[src/rtl/lik_pkg.sv]
// Shared constants, types and the arctangent table for the leg IK pipeline.
package lik_pkg;

	localparam logic [63:0] ONE_Q30 = 64'd1 << 30;
	localparam logic [63:0] ONE_Q60 = 64'd1 << 60;
	localparam int DEG90_Q20 = 94371840;
	localparam int DEG180_Q16 = 11796480;
	localparam int CORDIC_STEPS = 27;
	localparam int DIV_STEPS = 30;
	// cordic: abs, msb search, normalise, iterations, clamp/round, quadrant
	localparam int CORDIC_LAT = CORDIC_STEPS + 5;
	// cordic operand width, angle width
	localparam int CW = 33;
	localparam int AW = 25;
	localparam logic signed [AW-1:0] ANG180 = AW'(DEG180_Q16);

	typedef struct packed {
		logic zero;
		logic ge;
		logic gt;
	} rflag_t;

	// atan(2^-i) in degrees * 2^20
	function automatic logic [26:0] atan_q20(input int i);
		logic [26:0] v;
		unique case (i)
			0: v = 27'd47185920;
			1: v = 27'd27855475;
			2: v = 27'd14718068;
			3: v = 27'd7471121;
			4: v = 27'd3750058;
			5: v = 27'd1876857;
			6: v = 27'd938658;
			7: v = 27'd469357;
			8: v = 27'd234682;
			9: v = 27'd117342;
			10: v = 27'd58671;
			11: v = 27'd29335;
			12: v = 27'd14668;
			13: v = 27'd7334;
			14: v = 27'd3667;
			15: v = 27'd1833;
			16: v = 27'd917;
			17: v = 27'd458;
			18: v = 27'd229;
			19: v = 27'd115;
			20: v = 27'd57;
			21: v = 27'd29;
			22: v = 27'd14;
			23: v = 27'd7;
			24: v = 27'd4;
			25: v = 27'd2;
			26: v = 27'd1;
			default: v = 27'd0;
		endcase
		return v;
	endfunction

endpackage

[src/rtl/lik_isqrt.sv]
// Pipelined floor square root, two radicand bits per stage.
module lik_isqrt import lik_pkg::*; #(
	parameter int W = 64
) (
	input  logic           clk,
	input  logic [W-1:0]   v,
	output logic [W/2-1:0] root
);

	localparam int N = W / 2;

	logic [N:0]   rem_q  [N];
	logic [N-1:0] root_q [N];
	logic [W-1:0] rest_q [N];

	for (genvar k = 0; k < N; k++) begin : g_st
		logic [N:0]   rem_i;
		logic [N-1:0] root_i;
		logic [W-1:0] rest_i;
		logic [N+2:0] acc;
		logic [N+2:0] trial;

		if (k == 0) begin : g_first
			assign rem_i = '0;
			assign root_i = '0;
			assign rest_i = v;
		end else begin : g_next
			assign rem_i = rem_q[k-1];
			assign root_i = root_q[k-1];
			assign rest_i = rest_q[k-1];
		end

		assign acc = {rem_i, rest_i[W-1:W-2]};
		assign trial = {1'b0, root_i, 2'b01};

		always_ff @(posedge clk) begin
			if (acc >= trial) begin
				rem_q[k] <= (N+1)'(acc - trial);
				root_q[k] <= {root_i[N-2:0], 1'b1};
			end else begin
				rem_q[k] <= acc[N:0];
				root_q[k] <= {root_i[N-2:0], 1'b0};
			end
			rest_q[k] <= {rest_i[W-3:0], 2'b00};
		end
	end

	assign root = root_q[N-1];

endmodule

[config.mk]
export PLATFORM = sky130hd
export DESIGN_NAME = lik_isqrt
export DESIGN_NICKNAME = d
export VERILOG_FILES = /design/src/rtl/lik_pkg.sv /design/src/rtl/lik_isqrt.sv
export SDC_FILE = /design/constraint.sdc
export NUM_CORES = 2
export LEC_CHECK = 0
export BUFFER_PORTS_ARGS = -buffer_cell sky130_fd_sc_hd__buf_2
export CAP_MARGIN = 20
export CORE_ASPECT_RATIO = 1.1
export CORE_UTILIZATION = 40
export CTS_BUF_LIST = sky130_fd_sc_hd__clkbuf_8 sky130_fd_sc_hd__clkbuf_16
export CTS_CLUSTER_DIAMETER = 80
export CTS_CLUSTER_SIZE = 10
export DETAILED_ROUTE_END_ITERATION = 10
export SLEW_MARGIN = 20
export SYNTH_ARGS = -nofsm -noshare
export SYNTH_HDL_FRONTEND = slang
export SYNTH_MEMORY_MAX_BITS = 65536
export SYNTH_SLANG_ARGS = --single-unit
[constraint.sdc]
create_clock -name clk -period 3.9 [get_ports clk]
set_input_delay 0 -clock clk [delete_from_list [all_inputs] [get_ports clk]]
set_output_delay 0 -clock clk [all_outputs]
set_load 0.005 [all_outputs]
==> results.md <==
- Outcome: complete, no violations
- Post-Place Setup Slack: 0.295 ns
- Slew margin rel.: 0.421
- Post-DRT Antenna Nets: 0
- Initial antenna violation count: 3
- Hold Path Depth: 3
- Leak: 48.5 nW
- Switching share of power: 0.281
- 1st-iter DRT viols: 3,403
- Top-level I/O count: 97
- Combinational share of power: 0.171
- Seq pwr share: 0.487
- RSZ-0062 raised after global routing: false
- CTS tree: yes
- Routed len/inst: 16.5 um
- Cell depth of the worst setup path: 11
- H-tree Lvls: 5
- Synth Instances: 9,049
- Total Nets Final: 10,100
- Syn nets: 9,675
- Core ar.: 227,000 um2
- Global route overflow: 0
- Global-route wire length before repair: 328 mm
- CTS Sinks: 2,495
- PortBufs: 96
- R2R depth: 11
- Hpwl dp: 156 mm
- CP max-delay cell: a211oi_1
- Top layer in use: met4
- CP startpoint kind: register
- Worst-case clock buffer depth: 4
- Cell family with most CP delay: compound AO/OA/AOI/OAI gates
- Hold Path Class: in -> reg
- Most Frequent Cell on Critical Path: a21oi_1
- Final period util: 0.936
- Tot GR Track Use: 0.176
- # rows: 183
- Cell variety after synth: 93
- Top_reg_cell synth: dfxtp_1
- Vias in the first global route: 62,500
- P_sw: 0.0191 W
- Area delta synth->final: 14.6%
- Die area: 231,000 um2
- Cell Int Power: 0.0489 W
- Metal-1 WL: 86.4 mm
- Number of iterations in the first detailed-routing pass: 5
- Clock Latency Late Sink: 0.94 ns
- Slew Limit Fails: 0
- F_max: 274 MHz
- Critical path class: reg -> reg
- Post-synth EDFFs: 0
- Initial Util: 0.404
- Yosys reg bits: 2,495
- Critical-path cell list: inv_1 -> ha_1 -> nand3_1 -> a21o_1 -> a211oi_1 -> a21oi_1 -> o211ai_1 -> a21oi_1 -> o21ai_4 -> buf_12 -> mux2_2
- Final WL: 206 mm
- Pwr Total: 0.0680 W
- CP peak stage delay: 0.55 ns
- Clk root buf: clkbuf_16
- Max VDD drop: 0.496 mV
- Clock skew: 0.0604 ns
- Worst Max-Slew Pin Slew: 0.867 ns
- Mapped cell area: 91,500 um2
- Clock network power share: 0.342
- Die Width: 458 um
- Syn_area_per_cell: 10.1 um2
- Clock transition at the registers of the reported paths: 0.06 ns
- Remaining DRCs: 0
- Num CTS Buffers: 301
- Bufs and invs on worst path: 2
- Setup tns final: 0 ns
- Met2 Wirelength: 105 mm
- Endpoints failing hold: 0
- Largest net degree at the start of global routing: 55
- Final Wtd Congestion: 0.862
- DR vias: 62,700
- Worst-path fanout max: 28
- Synth warnings: 0
- WP data required: 4.70 ns
- Setup violators final: 0
- Setup slack after layout: 0.249 ns
- DR vias/cell: 5.04
- Power density over the cells: 649 nW/um2
- Chip Height: 504 um
- Post-synthesis sequential area ratio: 0.546
- Worst setup EP type: register
- Routed length on met3: 7.85 mm
- Final min period: 3.65 ns
- Ys async rst share: 0
- Crit path DAT: 4.46 ns
- Share of layout cells above drive strength 1: 0.0680
- Max Cap Viol: 0
## routing by layer
layer	up-vias	track usage
li1	31700	-
met1	29300	0.204
met2	1200	0.321
met3	424	0.0277
met4	0	0.0665
met5	-	0
## power by group through the flow
stage,clock (W),combinational [W],sequential (W)
3_3_place_gp,0,0.0114,0.0337
3_5_place_dp,0,0.0115,0.0337
6_report,0.0233,0.0116,0.0331
2_1_floorplan,0,0.00899,0.0322
5_1_grt,0.0252,0.0130,0.0336
4_1_cts,0.0242,0.0117,0.0332
## what timing repair did
item                                    in CTS  in global routing
buffers inserted                             0                  0
resized for setup                            0                  1
hold buffers                               129                  0
endpoints found under the setup margin       0                  1
hold endpoints to repair                    65                  0
## synth_stat cells, types with 150 or more instances
cell type | number | area, um2
nand2_1 | 621 | 2330
nand3_1 | 158 | 791
xnor2_1 | 428 | 3750
o21ai_0 | 490 | 2450
a21o_1 | 213 | 1600
inv_1 | 704 | 2640
dfxtp_1 | 2495 | 49900
nor3_1 | 217 | 1090
nor2_1 | 574 | 2150
clkbuf_1 | 150 | 563
ha_1 | 561 | 7020
xor2_1 | 361 | 3160
a21oi_1 | 565 | 2830
## cells in the final DEF, fill, tap and decap left out, types with 45 or more instances in the layout
| master | n |
|---|---|
| dfxtp_1 | 2495 |
| inv_1 | 706 |
| nand2_1 | 621 |
| nor2_1 | 571 |
| a21oi_1 | 564 |
| ha_1 | 561 |
| o21ai_0 | 490 |
| xnor2_1 | 428 |
| xor2_1 | 361 |
| clkbuf_16 | 309 |
| nor3_1 | 217 |
| a21o_1 | 213 |
| nand3_1 | 158 |
| dlygate4sd3_1 | 129 |
| nor4_1 | 124 |
| nand2b_1 | 104 |
| o21a_1 | 103 |
| nand4_1 | 101 |
| buf_2 | 96 |
| or3_1 | 85 |
| nor2b_1 | 83 |
| mux2_2 | 76 |
| or4_1 | 63 |
| buf_4 | 63 |
| o31ai_1 | 51 |
| a211oi_1 | 49 |
| o21bai_1 | 48 |
| a31oi_1 | 47 |
| and3_1 | 45 |
## path summary, 6_finish.rpt
path | slack [ns] | end | startpoint
max reg2reg | 0.25 | rem_q[1][475] | root_q[1][420]
min | 0.23 | rest_q[0][22] | v[22]
min reg2reg | 0.28 | rest_q[0][973] | rest_q[0][909]
max | 0.25 | rem_q[1][475] | root_q[1][420]
## stage by stage
stage	std cells	hold slack, ns	util	instance area [um2]
floorplan	9049	0.0277	-	91500
global route	12400	0.186	0.463	105000
CTS	12400	0.122	0.463	105000
global placement	12000	0.103	0.422	95700
detailed placement	12000	0.104	0.422	95700
finish	12400	0.225	0.463	105000
## final cells by class
cell class                 count  area [um2]
inverter                     707        2650
multi-input combinational   5666       38300
timing repair buffer         296        2400
clock buffer                 312        7770
tap                         2960        3700
sequential                  2495       49900
antenna                        1        2.50
fill                       21200      122000
clock inverter                10        88.8
## worst register-to-register path, cell delays in order, from the launching register on
cell	delay [ns]
dfxtp_1	0.39
inv_1	0.06
ha_1	0.36
nand3_1	0.14
a21o_1	0.21
a211oi_1	0.55
a21oi_1	0.21
o211ai_1	0.40
a21oi_1	0.17
o21ai_4	0.39
buf_12	0.25
mux2_2	0.37
## flip-flops by register name (all words and copies together), names as in the netlist
name and count:
rem_q 975, root_q 528, rest_q 992
## kinds of logic (layout without fill, tap and decap cells)
group / after synthesis / in the layout / synth area share
AOI/OAI and AO/OA: 1843 / 1843 / 0.125
xor gates and xnor gates: 789 / 789 / 0.0755
adders and majority gates: 561 / 561 / 0.0767
buffers and inverters: 888 / 1325 / 0.0367
DFF: 2495 / 2495 / 0.546
muxes: 94 / 94 / 0.0113
other: 1 / 2 / 0.0000410
and+or+nand+nor: 2378 / 2378 / 0.129
No activity file was read; power rests on OpenSTA's default activity.
